[src/rtl/core/dca_pkg.sv]
// Package for the drive command arbiter: payload types, codes, constants and stick scaling.
`timescale 1ns / 1ps
package dca_pkg;

  // Width of the saturating age counters
  localparam int AGE_WIDTH_DEF = 16;

  // Timeout register width and reset values
  localparam int TMO_WIDTH = 16;
  localparam logic [TMO_WIDTH-1:0] RC_TIMEOUT_RST    = 16'd100;
  localparam logic [TMO_WIDTH-1:0] UPPER_TIMEOUT_RST = 16'd500;
  localparam logic [TMO_WIDTH-1:0] MOTOR_TIMEOUT_RST = 16'd500;

  // Configuration register indexes
  localparam int CFG_IDX_WIDTH = 2;
  localparam logic [CFG_IDX_WIDTH-1:0] CFG_RC_TIMEOUT    = 2'd0;
  localparam logic [CFG_IDX_WIDTH-1:0] CFG_UPPER_TIMEOUT = 2'd1;
  localparam logic [CFG_IDX_WIDTH-1:0] CFG_MOTOR_TIMEOUT = 2'd2;

  // Event codes
  localparam logic [2:0] FUNC_TICK        = 3'd0;
  localparam logic [2:0] FUNC_REMOTE      = 3'd1;
  localparam logic [2:0] FUNC_UPPER_CMD   = 3'd2;
  localparam logic [2:0] FUNC_UPPER_SPEED = 3'd3;
  localparam logic [2:0] FUNC_MOTOR       = 3'd4;

  // Control source codes
  localparam logic [1:0] SRC_IDLE   = 2'd0;
  localparam logic [1:0] SRC_REMOTE = 2'd1;
  localparam logic [1:0] SRC_HOST   = 2'd2;

  // Command kinds
  localparam logic KIND_STOP  = 1'b0;
  localparam logic KIND_SPEED = 1'b1;

  // Stop reasons
  localparam logic [2:0] REASON_NONE    = 3'd0;
  localparam logic [2:0] REASON_FORCED  = 3'd1;
  localparam logic [2:0] REASON_EMERG   = 3'd2;
  localparam logic [2:0] REASON_FAULT   = 3'd3;
  localparam logic [2:0] REASON_TIMEOUT = 3'd4;

  // Remote stick and switch levels
  localparam logic [10:0] STICK_LOW    = 11'd272;
  localparam logic [10:0] STICK_MID    = 11'd992;
  localparam logic [10:0] STICK_HIGH   = 11'd1712;
  localparam logic [10:0] DEAD_ZONE    = 11'd10;
  localparam logic [10:0] SWITCH_LEVEL = 11'd1000;

  // Scaling 720 counts to 500: multiply by 25, divide by 36 (= shift by 2, divide by 9)
  localparam int CMD_SPAN    = 500;
  localparam int STICK_SPAN  = 720;
  localparam int SCALE_GCD   = 20;
  localparam int SCALE_NUM   = CMD_SPAN / SCALE_GCD;
  localparam int RECIP_SHIFT = 16;
  localparam int RECIP_DIV   = STICK_SPAN / SCALE_GCD / 4;
  localparam int RECIP_MUL   = (2 ** RECIP_SHIFT + RECIP_DIV - 1) / RECIP_DIV;

  typedef struct packed {
    logic [2:0]  func;
    logic [10:0] stick_steer_raw;
    logic [10:0] stick_drive_raw;
    logic [10:0] emergency_raw;
    logic [10:0] enable_raw;
    logic        link_lost;
    logic [63:0] can_payload;
  } in_item_t;

  typedef struct packed {
    logic [1:0]  control_source;
    logic        command_kind;
    logic signed [15:0] speed_axis_one;
    logic signed [15:0] speed_axis_two;
    logic [2:0]  halt_cause;
    logic [2:0]  status_flags;
    logic [7:0]  motor_fault_code;
  } out_item_t;

  // Stick value after clamp and deadband, premultiplied
  typedef struct packed {
    logic        neg;
    logic [14:0] prod;
  } stick_pre_t;

  // Registered input beat handed to the core
  typedef struct packed {
    logic [2:0]  func;
    logic        link_lost;
    logic        enable_on;
    logic        emergency_on;
    stick_pre_t  steer;
    stick_pre_t  drive;
    logic [63:0] can_payload;
  } stage_t;

  // Clamp, deadband and first scaling multiply of a raw stick value
  function automatic stick_pre_t stick_prescale_f(input logic [10:0] raw);
    logic [10:0] v;
    logic [9:0]  d;
    stick_pre_t  res;
    v = raw;
    if (v < STICK_LOW) v = STICK_LOW;
    if (v > STICK_HIGH) v = STICK_HIGH;
    res.neg = (v < STICK_MID);
    if (v > (STICK_MID - DEAD_ZONE) && v < (STICK_MID + DEAD_ZONE)) begin
      d = 10'd0;
    end else if (res.neg) begin
      d = 10'(STICK_MID - v);
    end else begin
      d = 10'(v - STICK_MID);
    end
    res.prod = 15'(d) * 15'(SCALE_NUM);
    return res;
  endfunction

  // Second scaling step: truncating divide by 36 via reciprocal, then sign
  function automatic logic [9:0] stick_finish_f(input stick_pre_t pre);
    logic [12:0] m;
    logic [25:0] p;
    logic [8:0]  q;
    m = pre.prod[14:2];
    p = 26'(m) * 26'(RECIP_MUL);
    q = p[RECIP_SHIFT+8:RECIP_SHIFT];
    return pre.neg ? 10'(-10'(q)) : 10'(q);
  endfunction

endpackage

[src/rtl/core/dca_core.sv]
// Arbiter state, timeout registers and the per-beat arbitration result.
`timescale 1ns / 1ps
module dca_core #(
  parameter int AGE_WIDTH = dca_pkg::AGE_WIDTH_DEF
) (
  input  logic                              clk,
  input  logic                              rst_n,
  input  logic                              fire,
  input  dca_pkg::stage_t                   stage,
  input  logic                              cfg_we,
  input  logic [dca_pkg::CFG_IDX_WIDTH-1:0] cfg_index,
  input  logic [dca_pkg::TMO_WIDTH-1:0]     cfg_data,
  output dca_pkg::out_item_t                result
);

  localparam int CMP_WIDTH = (AGE_WIDTH > dca_pkg::TMO_WIDTH) ? AGE_WIDTH : dca_pkg::TMO_WIDTH;
  localparam logic [AGE_WIDTH-1:0] AGE_MAX = '1;
  localparam logic [AGE_WIDTH-1:0] AGE_ONE = AGE_WIDTH'(1);

  logic [dca_pkg::TMO_WIDTH-1:0] rc_tmo_r, upper_tmo_r, motor_tmo_r;

  logic [AGE_WIDTH-1:0] remote_age_r, upper_age_r, motor_age_r;
  logic [AGE_WIDTH-1:0] remote_age_nxt, upper_age_nxt, motor_age_nxt;
  logic remote_seen_ok_r, remote_enabled_r, remote_emergency_r;
  logic remote_seen_ok_nxt, remote_enabled_nxt, remote_emergency_nxt;
  logic [9:0] remote_steer_r, remote_drive_r, remote_steer_nxt, remote_drive_nxt;
  logic upper_seen_r, upper_stop_r, upper_run_r;
  logic upper_seen_nxt, upper_stop_nxt, upper_run_nxt;
  logic [31:0] upper_speed_r, upper_speed_nxt;
  logic motor_seen_r, motor_seen_nxt;
  logic [7:0] motor_fault_r, motor_fault_nxt;

  logic rc_ok, upper_fresh, motor_ok;

  // Configuration writes
  always_ff @(posedge clk) begin
    if (!rst_n) begin
      rc_tmo_r    <= dca_pkg::RC_TIMEOUT_RST;
      upper_tmo_r <= dca_pkg::UPPER_TIMEOUT_RST;
      motor_tmo_r <= dca_pkg::MOTOR_TIMEOUT_RST;
    end else if (cfg_we) begin
      if (cfg_index == dca_pkg::CFG_RC_TIMEOUT) rc_tmo_r <= cfg_data;
      if (cfg_index == dca_pkg::CFG_UPPER_TIMEOUT) upper_tmo_r <= cfg_data;
      if (cfg_index == dca_pkg::CFG_MOTOR_TIMEOUT) motor_tmo_r <= cfg_data;
    end
  end

  // State update for the beat at the head of the pipe
  always_comb begin
    remote_age_nxt       = remote_age_r;
    upper_age_nxt        = upper_age_r;
    motor_age_nxt        = motor_age_r;
    remote_seen_ok_nxt   = remote_seen_ok_r;
    remote_enabled_nxt   = remote_enabled_r;
    remote_emergency_nxt = remote_emergency_r;
    remote_steer_nxt     = remote_steer_r;
    remote_drive_nxt     = remote_drive_r;
    upper_seen_nxt       = upper_seen_r;
    upper_stop_nxt       = upper_stop_r;
    upper_run_nxt        = upper_run_r;
    upper_speed_nxt      = upper_speed_r;
    motor_seen_nxt       = motor_seen_r;
    motor_fault_nxt      = motor_fault_r;
    unique case (stage.func)
      dca_pkg::FUNC_TICK: begin
        // saturating ages
        if (remote_age_r != AGE_MAX) remote_age_nxt = remote_age_r + AGE_ONE;
        if (upper_age_r != AGE_MAX) upper_age_nxt = upper_age_r + AGE_ONE;
        if (motor_age_r != AGE_MAX) motor_age_nxt = motor_age_r + AGE_ONE;
      end
      dca_pkg::FUNC_REMOTE: begin
        remote_age_nxt       = '0;
        remote_seen_ok_nxt   = !stage.link_lost;
        remote_enabled_nxt   = stage.enable_on;
        remote_emergency_nxt = stage.emergency_on;
        remote_steer_nxt     = dca_pkg::stick_finish_f(stage.steer);
        remote_drive_nxt     = dca_pkg::stick_finish_f(stage.drive);
      end
      dca_pkg::FUNC_UPPER_CMD: begin
        // stop request in byte 3 bit 0, run request in byte 4 bit 0
        upper_age_nxt  = '0;
        upper_seen_nxt = 1'b1;
        upper_stop_nxt = stage.can_payload[32];
        upper_run_nxt  = stage.can_payload[24];
      end
      dca_pkg::FUNC_UPPER_SPEED: begin
        upper_speed_nxt = stage.can_payload[63:32];
      end
      dca_pkg::FUNC_MOTOR: begin
        motor_age_nxt   = '0;
        motor_seen_nxt  = 1'b1;
        motor_fault_nxt = stage.can_payload[63:56];
      end
      default: begin
      end
    endcase
  end

  // State registers
  always_ff @(posedge clk) begin
    if (!rst_n) begin
      remote_age_r       <= AGE_MAX;
      upper_age_r        <= AGE_MAX;
      motor_age_r        <= AGE_MAX;
      remote_seen_ok_r   <= 1'b0;
      remote_enabled_r   <= 1'b0;
      remote_emergency_r <= 1'b0;
      remote_steer_r     <= '0;
      remote_drive_r     <= '0;
      upper_seen_r       <= 1'b0;
      upper_stop_r       <= 1'b0;
      upper_run_r        <= 1'b0;
      upper_speed_r      <= '0;
      motor_seen_r       <= 1'b0;
      motor_fault_r      <= '0;
    end else if (fire) begin
      remote_age_r       <= remote_age_nxt;
      upper_age_r        <= upper_age_nxt;
      motor_age_r        <= motor_age_nxt;
      remote_seen_ok_r   <= remote_seen_ok_nxt;
      remote_enabled_r   <= remote_enabled_nxt;
      remote_emergency_r <= remote_emergency_nxt;
      remote_steer_r     <= remote_steer_nxt;
      remote_drive_r     <= remote_drive_nxt;
      upper_seen_r       <= upper_seen_nxt;
      upper_stop_r       <= upper_stop_nxt;
      upper_run_r        <= upper_run_nxt;
      upper_speed_r      <= upper_speed_nxt;
      motor_seen_r       <= motor_seen_nxt;
      motor_fault_r      <= motor_fault_nxt;
    end
  end

  // Freshness, taken from the updated state
  assign rc_ok       = remote_seen_ok_nxt &&
                       (CMP_WIDTH'(remote_age_nxt) < CMP_WIDTH'(rc_tmo_r));
  assign upper_fresh = upper_seen_nxt &&
                       (CMP_WIDTH'(upper_age_nxt) < CMP_WIDTH'(upper_tmo_r));
  assign motor_ok    = motor_seen_nxt && (motor_fault_nxt == 8'd0) &&
                       (CMP_WIDTH'(motor_age_nxt) < CMP_WIDTH'(motor_tmo_r));

  // Arbitration by priority
  always_comb begin
    result.control_source   = dca_pkg::SRC_IDLE;
    result.command_kind     = dca_pkg::KIND_STOP;
    result.speed_axis_one   = '0;
    result.speed_axis_two   = '0;
    result.halt_cause       = dca_pkg::REASON_NONE;
    result.status_flags     = {upper_stop_nxt, remote_emergency_nxt, remote_enabled_nxt};
    result.motor_fault_code = motor_fault_nxt;
    priority if (upper_stop_nxt) begin
      result.halt_cause = dca_pkg::REASON_FORCED;
    end else if (remote_emergency_nxt) begin
      result.halt_cause = dca_pkg::REASON_EMERG;
    end else if (!motor_ok) begin
      result.halt_cause = (motor_seen_nxt && motor_fault_nxt != 8'd0) ?
                          dca_pkg::REASON_FAULT : dca_pkg::REASON_TIMEOUT;
    end else if (rc_ok && remote_enabled_nxt) begin
      result.control_source = dca_pkg::SRC_REMOTE;
      result.command_kind   = dca_pkg::KIND_SPEED;
      result.speed_axis_one = {{6{remote_steer_nxt[9]}}, remote_steer_nxt};
      result.speed_axis_two = {{6{remote_drive_nxt[9]}}, remote_drive_nxt};
    end else if (upper_fresh) begin
      result.control_source = dca_pkg::SRC_HOST;
      if (upper_run_nxt) begin
        result.command_kind   = dca_pkg::KIND_SPEED;
        result.speed_axis_one = upper_speed_nxt[31:16];
        result.speed_axis_two = upper_speed_nxt[15:0];
      end
    end else begin
      result.halt_cause = dca_pkg::REASON_TIMEOUT;
    end
  end

endmodule

[src/rtl/core/drive_command_arbiter.sv]
// Top level of the drive command arbiter: input stage, core and result register.
//
// Arbitrates the front motor command between a radio remote and an upper
// controller. Each input beat is one event (millisecond tick, remote frame,
// upper command frame, upper speed frame or motor status frame); each beat
// yields exactly one result beat holding the arbitration after that event.
// Channels use valid/stall: a beat moves when valid is high and stall low.
// The configuration port (cfg_valid/cfg_ready) writes the three 16-bit
// timeout registers; cfg_ready is always high.
// Each beat passes the input register and then the result register:
// clamping, deadband and the first scaling multiply sit in front of the
// input register, and the reciprocal divide, state update and priority
// select sit between it and the result register. One beat per cycle is
// sustained while out_stall is low.
// When out_stall holds a result, one further beat waits in the input
// register; in_stall rises only when both are full.
// Synchronous reset (rst_n low) empties the pipe, marks every source stale
// and restores the timeout registers to their defaults.
`timescale 1ns / 1ps
module drive_command_arbiter #(
  parameter int AGE_WIDTH = dca_pkg::AGE_WIDTH_DEF
) (
  input  logic                              clk,
  input  logic                              rst_n,
  input  logic                              in_valid,
  output logic                              in_stall,
  input  dca_pkg::in_item_t                 in_data,
  output logic                              out_valid,
  input  logic                              out_stall,
  output dca_pkg::out_item_t                out_data,
  input  logic                              cfg_valid,
  output logic                              cfg_ready,
  input  logic [dca_pkg::CFG_IDX_WIDTH-1:0] cfg_index,
  input  logic [dca_pkg::TMO_WIDTH-1:0]     cfg_data
);

  logic               s1_v_r;
  dca_pkg::stage_t    s1_r;
  logic               out_v_r;
  dca_pkg::out_item_t out_r;
  dca_pkg::out_item_t result;
  logic               out_free, s1_ready, fire;

  // Pipe control
  assign out_free  = !out_v_r || !out_stall;
  assign s1_ready  = !s1_v_r || out_free;
  assign fire      = s1_v_r && out_free;
  assign in_stall  = !s1_ready;
  assign cfg_ready = 1'b1;

  // Input register with stick prescaling
  always_ff @(posedge clk) begin
    if (!rst_n) begin
      s1_v_r <= 1'b0;
    end else if (s1_ready) begin
      s1_v_r <= in_valid;
    end
  end

  always_ff @(posedge clk) begin
    if (s1_ready && in_valid) begin
      s1_r.func         <= in_data.func;
      s1_r.link_lost    <= in_data.link_lost;
      s1_r.enable_on    <= (in_data.enable_raw > dca_pkg::SWITCH_LEVEL);
      s1_r.emergency_on <= (in_data.emergency_raw > dca_pkg::SWITCH_LEVEL);
      s1_r.steer        <= dca_pkg::stick_prescale_f(in_data.stick_steer_raw);
      s1_r.drive        <= dca_pkg::stick_prescale_f(in_data.stick_drive_raw);
      s1_r.can_payload  <= in_data.can_payload;
    end
  end

  dca_core #(
    .AGE_WIDTH(AGE_WIDTH)
  ) u_core (
    .clk      (clk),
    .rst_n    (rst_n),
    .fire     (fire),
    .stage    (s1_r),
    .cfg_we   (cfg_valid && cfg_ready),
    .cfg_index(cfg_index),
    .cfg_data (cfg_data),
    .result   (result)
  );

  // Result register
  always_ff @(posedge clk) begin
    if (!rst_n) begin
      out_v_r <= 1'b0;
    end else if (out_free) begin
      out_v_r <= s1_v_r;
    end
  end

  always_ff @(posedge clk) begin
    if (fire) begin
      out_r <= result;
    end
  end

  assign out_valid = out_v_r;
  assign out_data  = out_r;

  // Checks
  a_stop_zero: assert property (@(posedge clk) disable iff (!rst_n)
    (out_valid && out_data.halt_cause != dca_pkg::REASON_NONE) |->
      (out_data.command_kind == dca_pkg::KIND_STOP && out_data.speed_axis_one == 16'sd0 &&
       out_data.speed_axis_two == 16'sd0))
    else $error("stop result carries a speed");

  a_none_has_reason: assert property (@(posedge clk) disable iff (!rst_n)
    (out_valid && out_data.control_source == dca_pkg::SRC_IDLE) |->
      (out_data.halt_cause != dca_pkg::REASON_NONE))
    else $error("no source selected without a stop reason");

  a_remote_runs: assert property (@(posedge clk) disable iff (!rst_n)
    (out_valid && out_data.control_source == dca_pkg::SRC_REMOTE) |->
      (out_data.command_kind == dca_pkg::KIND_SPEED && out_data.status_flags[0]))
    else $error("remote selected without enable or speed command");

  a_stall_full: assert property (@(posedge clk) disable iff (!rst_n)
    in_stall |-> (s1_v_r && out_v_r && out_stall))
    else $error("input stalled with room in the pipe");

endmodule
[config.mk]
export PLATFORM = sky130hd
export DESIGN_NAME = drive_command_arbiter
export DESIGN_NICKNAME = d
export VERILOG_FILES = /design/src/rtl/core/dca_pkg.sv /design/src/rtl/core/dca_core.sv /design/src/rtl/core/drive_command_arbiter.sv
export SDC_FILE = /design/constraint.sdc
export NUM_CORES = 1
export LEC_CHECK = 0
export ABC_AREA = 1
export ABC_CLOCK_PERIOD_IN_PS = 6700
export BUFFER_PORTS_ARGS = -buffer_cell sky130_fd_sc_hd__buf_2
export CAP_MARGIN = 10
export CELL_PAD_IN_SITES_DETAIL_PLACEMENT = 2
export CELL_PAD_IN_SITES_GLOBAL_PLACEMENT = 2
export CORE_ASPECT_RATIO = 0.75
export CORE_MARGIN = 10
export CORE_UTILIZATION = 36
export DETAILED_ROUTE_END_ITERATION = 16
export GPL_TIMING_DRIVEN = 0
export PLACE_DENSITY = 0.9
export SLEW_MARGIN = 20
export SYNTH_ARGS = -nofsm -noshare
export SYNTH_HDL_FRONTEND = slang
export SYNTH_SLANG_ARGS = --single-unit
[constraint.sdc]
create_clock -name clk -period 6.7 [get_ports clk]
set_clock_uncertainty 0.2 [all_clocks]
set_input_delay 1.005 -clock clk [delete_from_list [all_inputs] [get_ports clk]]
set_output_delay 1.005 -clock clk [all_outputs]
set_load 0.02 [all_outputs]
### Word-level counts from Yosys, hierarchy flattened

Index checks and enable logic that the tools add are counted.

* reductions and logical operators: 27
* bitwise gates (word level): 1
* multiplexer cells: 41
* div/mod/pow operators: 0
* multiply operators: 4
* $add $sub $neg: 9
* order comparisons: 15
* shift-type cells: 0
* equal/unequal tests: 9

Operators with widths (count)
* $mux 10: 10
* $pmux 16 s2: 3
* $mux 11: 8
* $add 16x1->16 const B: 3
* $lt 16x16->1: 3
* $mul 13x12->24 const B: 2
* $mux 16: 3
* $ne 16x16->1 const B: 3
* $gt 11x10->1 const B: 4
* $lt 11x10->1 const B: 4
* $mux 35: 1
* $mux 34: 1
* $mux 33: 1
* $mux 32: 1
* $mul 10x5->15 const B: 2
* $gt 11x11->1 const B: 2
* $lt 11x9->1 const B: 2
* $neg 9->10: 2
* $sub 10x10->10 const A: 2
* $sub 10x10->10 const B: 2
* $mux 3: 4
* $logic_and 1x1->1: 10
* $logic_not 8->1: 1
* $mux 8: 1
* other kinds (17): 31

* bits in latches: 0
* flip-flop bits (word level): 316
* input port bits: 135
* logic and storage cells: 143
* ROM bits: 0
* memories: 0
* output and inout port bits: 52
* RAM bits: 0

### Depth between registers and ports, before layout

* word-level depth: 13
* mapped depth: 39
* gate-level depth less buffers: 38

### Modules after synthesis

From an unflattened synthesis, not the netlist that was laid out.

* cell total of the unflattened synthesis: 3053
* area, all modules: 23505.0 µm²

By module, submodules not included
* dca_core: instances 1, cells an instance 2391, seq. area each 3263.1 µm², area each 15708.8 µm²
* drive_command_arbiter: instances 1, cells an instance 662, seq. area each 4574.4 µm², area each 7796.2 µm²

### Least setup slack after synthesis

No wires, ideal clock.

* path kind: input port to flip-flop
* from: input port in_data[93] (netlist name)
* to: register s1_r[78] (netlist name) (data pin)
* library setup time: 0.258 ns
* path slack: 0.810 ns
* stages on the path: 34
* data required time: 6.242 ns
* arrival time: 5.433 ns
* path buffers: 0
* cells stage by stage: inv_1 nand2_1 o21ai_1 nand2_2 inv_2 nor2_2 nand2_1 nand2_1 nand3_2 nand2_1 inv_1 ha_1 inv_1 o21ai_2 inv_2 nand4_1 nand3_1 inv_1 ha_1 ha_1 inv_1 fa_1 inv_1 ha_1 nand2_1 o21ai_0 a21oi_1 o21ai_0 nand2_1 nand2_1 a21oi_1 o21ai_0 a21oi_1 xnor2_1

* longest elaborated chain between the ends: 11
* elaborated cells between the ends (all ways): 16
* those cells by class: 2 x add/sub; 1 x mul; 5 x order compare; 7 x mux; 1 x reduce/logical

RTL lines
* from (decl): line drive_command_arbiter.sv:27 `input dca_pkg::in_item_t in_data,`
* $lt 11x9->1: line dca_pkg.sv:102 `if (v < STICK_LOW) v = STICK_LOW;`
* $mux 11 (*): line dca_pkg.sv:102
* $mux 11 (*): line drive_command_arbiter.sv:61 `if (s1_ready && in_valid) begin`
* $gt 11x11->1: line dca_pkg.sv:103 `if (v > STICK_HIGH) v = STICK_HIGH;`
* $mux 11 (*): line dca_pkg.sv:103
* $mux 11 (*): line drive_command_arbiter.sv:61
* $sub 10x10->10, or another cell as far along: line dca_pkg.sv:110 `d = 10'(v - STICK_MID);`
* $mux 10 / $logic_and 1x1->1 (equally long branches): line dca_pkg.sv:107, dca_pkg.sv:105
* $mux 10 (*): line dca_pkg.sv:105 `if (v > (STICK_MID - DEAD_ZONE) && v < (STICK_MID + DEAD_ZONE)) begin`
* $mux 10 (*): line drive_command_arbiter.sv:61
* $mul 10x5->15 (*): line dca_pkg.sv:112 `res.prod = 15'(d) * 15'(SCALE_NUM);`
* to (decl): line drive_command_arbiter.sv:38 `dca_pkg::stage_t s1_r;`

Every way passes the cells marked *; elsewhere a longest branch is shown, timed or not. The select of a mux whose other input is x is not followed.
A chain may end at the register's enable or synchronous reset.

### Worst setup path in the final report

* from: input port in_data[103] (netlist name)
* to: register s1_r[94] (netlist name) (data pin)

The elaborated chain is that of the path after synthesis.

==> reports/results.txt <==
Finished Cell Area -> 24800 µm²
vias in the first global route -> 24900
Synthesis Warnings -> 0
Seq/Total Area, Yosys -> 31.2%
Wirelength per Cell -> 25.1 µm
Crit path arrival time -> 6580 ps
initial antenna violation count -> 2
Syn Std Cell Area -> 21800 µm²
total via count in the routed design -> 21500
top cell type's share of synthesized area -> 16.0%
cts bufs inserted -> 34
Ports -> 187
Detail Route Antenna Nets -> 0
Netlist cell types -> 56
Die Span X -> 304 µm
1st-iter DRT viols -> 1509
Synth top cells by count -> nand2_1, inv_1, ha_1
Yosys reg bits -> 281
final-report hold violation count -> 0
GRT Util Overall -> 26.6%
Hold WS -> 274 ps
area delta synth->final -> 14.2%
Slew headroom -> 30.5%
CTS tree -> yes
Mapped Cells -> 2862
Die H -> 233 µm
number of vias per cell -> 5.55
maximum clock rate -> 0.154 GHz
Max Fanout on Critical Path -> 10
Clk pin slew, worst setup/hold paths -> 60 ps
total routed wirelength -> 97.4 mm
CP Capture Type -> flip-flop
Avg Cell Area, Syn -> 7.60 µm²
Mapped Nets -> 3331
Tcrit/Tclk final -> 96.7%
HP Class -> reg2reg
worst skew pair latency -> 570 ps
die area -> 70800 µm²
Slew Viols, Final -> 0
largest net degree at the start of global routing -> 38
Worst-Margin Slew -> 1040 ps
final setup violation count -> 0
I/O Buffers -> 154
share of cells above drive strength 1 -> 9.74%
Worst EP required -> 6810 ps
Post-DP Area -> 23600 µm²
Yosys top cell by area -> edfxtp_1
hpwl dp -> 71.5 mm
fin nets -> 3532
DRC errors left -> 0
GP Congestion -> 0.882
Core Area -> 59300 µm²
Primary FF master, synth -> dfxtp_1
Initial Util -> 36.7%
maximum clock insertion buffer count -> 3
CTS H-tree depth -> 2
CP max stage cell -> fa_1
max-cap violation count -> 0
run status -> completed
clock sinks -> 281
Worst setup SP type -> input port
Final min period -> 6480 ps
GR Overflow Total -> 0
CTS root buf -> clkbuf_16
drt pass-1 iters -> 5
number of flops mapped to enable cells by yosys -> 116
CP Class -> in2reg
CP peak stage delay -> 480 ps
async set-reset flop share out of synthesis -> 0%
first-pass GRT wire length -> 149 mm
FP Rows -> 77
most common cell in the synthesized netlist -> nand2_1
top cells by area, synth -> edfxtp_1, dfxtp_1, ha_1
## critical path: cells and delay by family
family	cells	cell delay, ps
AND/OR/NAND/NOR	19	2410
adder cells (fa/ha/maj)	5	1690
buffers and inverters	8	990
AO/OA/AOI/OAI	2	340
XOR/XNOR	1	140
## state kept, by name, indices dropped and copies added (netlist names), 16 cells and up
| signal | flops |
|---|---|
| u_core.rc_tmo_r | 16 |
| u_core.upper_tmo_r | 16 |
| u_core.motor_tmo_r | 16 |
| u_core.upper_age_r | 16 |
| out_data | 49 |
| u_core.remote_age_r | 16 |
| u_core.upper_speed_r | 32 |
| u_core.motor_age_r | 16 |
| s1_r | 67 |
## metal layers
metal	share of wire, %	vias up	routed length [µm]	global-route usage, %
met5	0	-	0	0
li1	-	9702	-	-
met4	3.9	0	3840	10.9
met1	42	10800	40600	31.4
met3	5.7	270	5590	4.94
met2	49	726	47400	47.1
## cell type report
| cell class | count | area, µm² |
|---|---|---|
| fill | 6862 | 34500 |
| multi-input combinational | 1964 | 12700 |
| sequential | 281 | 6790 |
| inverter | 544 | 2040 |
| tap | 790 | 988 |
| clock buffer | 41 | 908 |
| timing repair buffer | 165 | 878 |
| buffer | 73 | 318 |
| clock inverter | 21 | 204 |
| antenna | 2 | 5.00 |
## cell families after synthesis
kind of cell	count (synthesis)	synth area share (%)
multiplexers	20	0.920
AO/OA/AOI/OAI	507	12.9
AND/OR/NAND/NOR	1059	20.5
buffers and inverters	617	10.8
flip-flops	281	31.2
other	1	0.0172
adder cells (fa/ha/maj)	335	22.0
XOR/XNOR	42	1.69
## worst paths after layout
path	from	to	slack [ps]	cells after the start
max	in_data[103]	s1_r[94]	220	35
min	u_core.upper_tmo_r[9]	u_core.upper_tmo_r[9]	270	2
max reg2reg	s1_r[73]	out_data[18]	360	26
min reg2reg	u_core.upper_tmo_r[9]	u_core.upper_tmo_r[9]	270	2
## cells in the final DEF (no fill, tap or decap), drive strengths merged, types with 78 or more instances in the layout
cell type | Yosys | routed
ha | 256 | 256
clkbuf | 54 | 96
nand2 | 577 | 577
nand3 | 131 | 131
dfxtp | 165 | 165
edfxtp | 116 | 116
a21oi | 218 | 218
nor2 | 258 | 258
o21ai | 192 | 192
buf | 19 | 183
fa | 78 | 78
inv | 544 | 548
## what timing repair did
action	4_1_cts	5_1_grt
buffers inserted	0	9
resized for setup	5	28
setup endpoints to repair	3	15
pin swaps	0	3
hold buffers	0	0
hold endpoints to repair	0	0
## stage by stage
step | utilization [%] | setup WS (ps) | TNS (ps) | instances
global placement | 39.6 | -41.5 | -41.5 | 3806
floorplan | - | 810 | 0 | 2862
global route | 41.9 | -123 | -244 | 3879
detailed placement | 39.7 | -519 | -2380 | 3808
CTS | 41.6 | 5.11 | 0 | 3870
finish | 41.9 | 224 | 0 | 3881
Power is left out: the tool's default activity adds up to more than one toggle a clock period on the data nets, which glitch-free logic cannot reach.
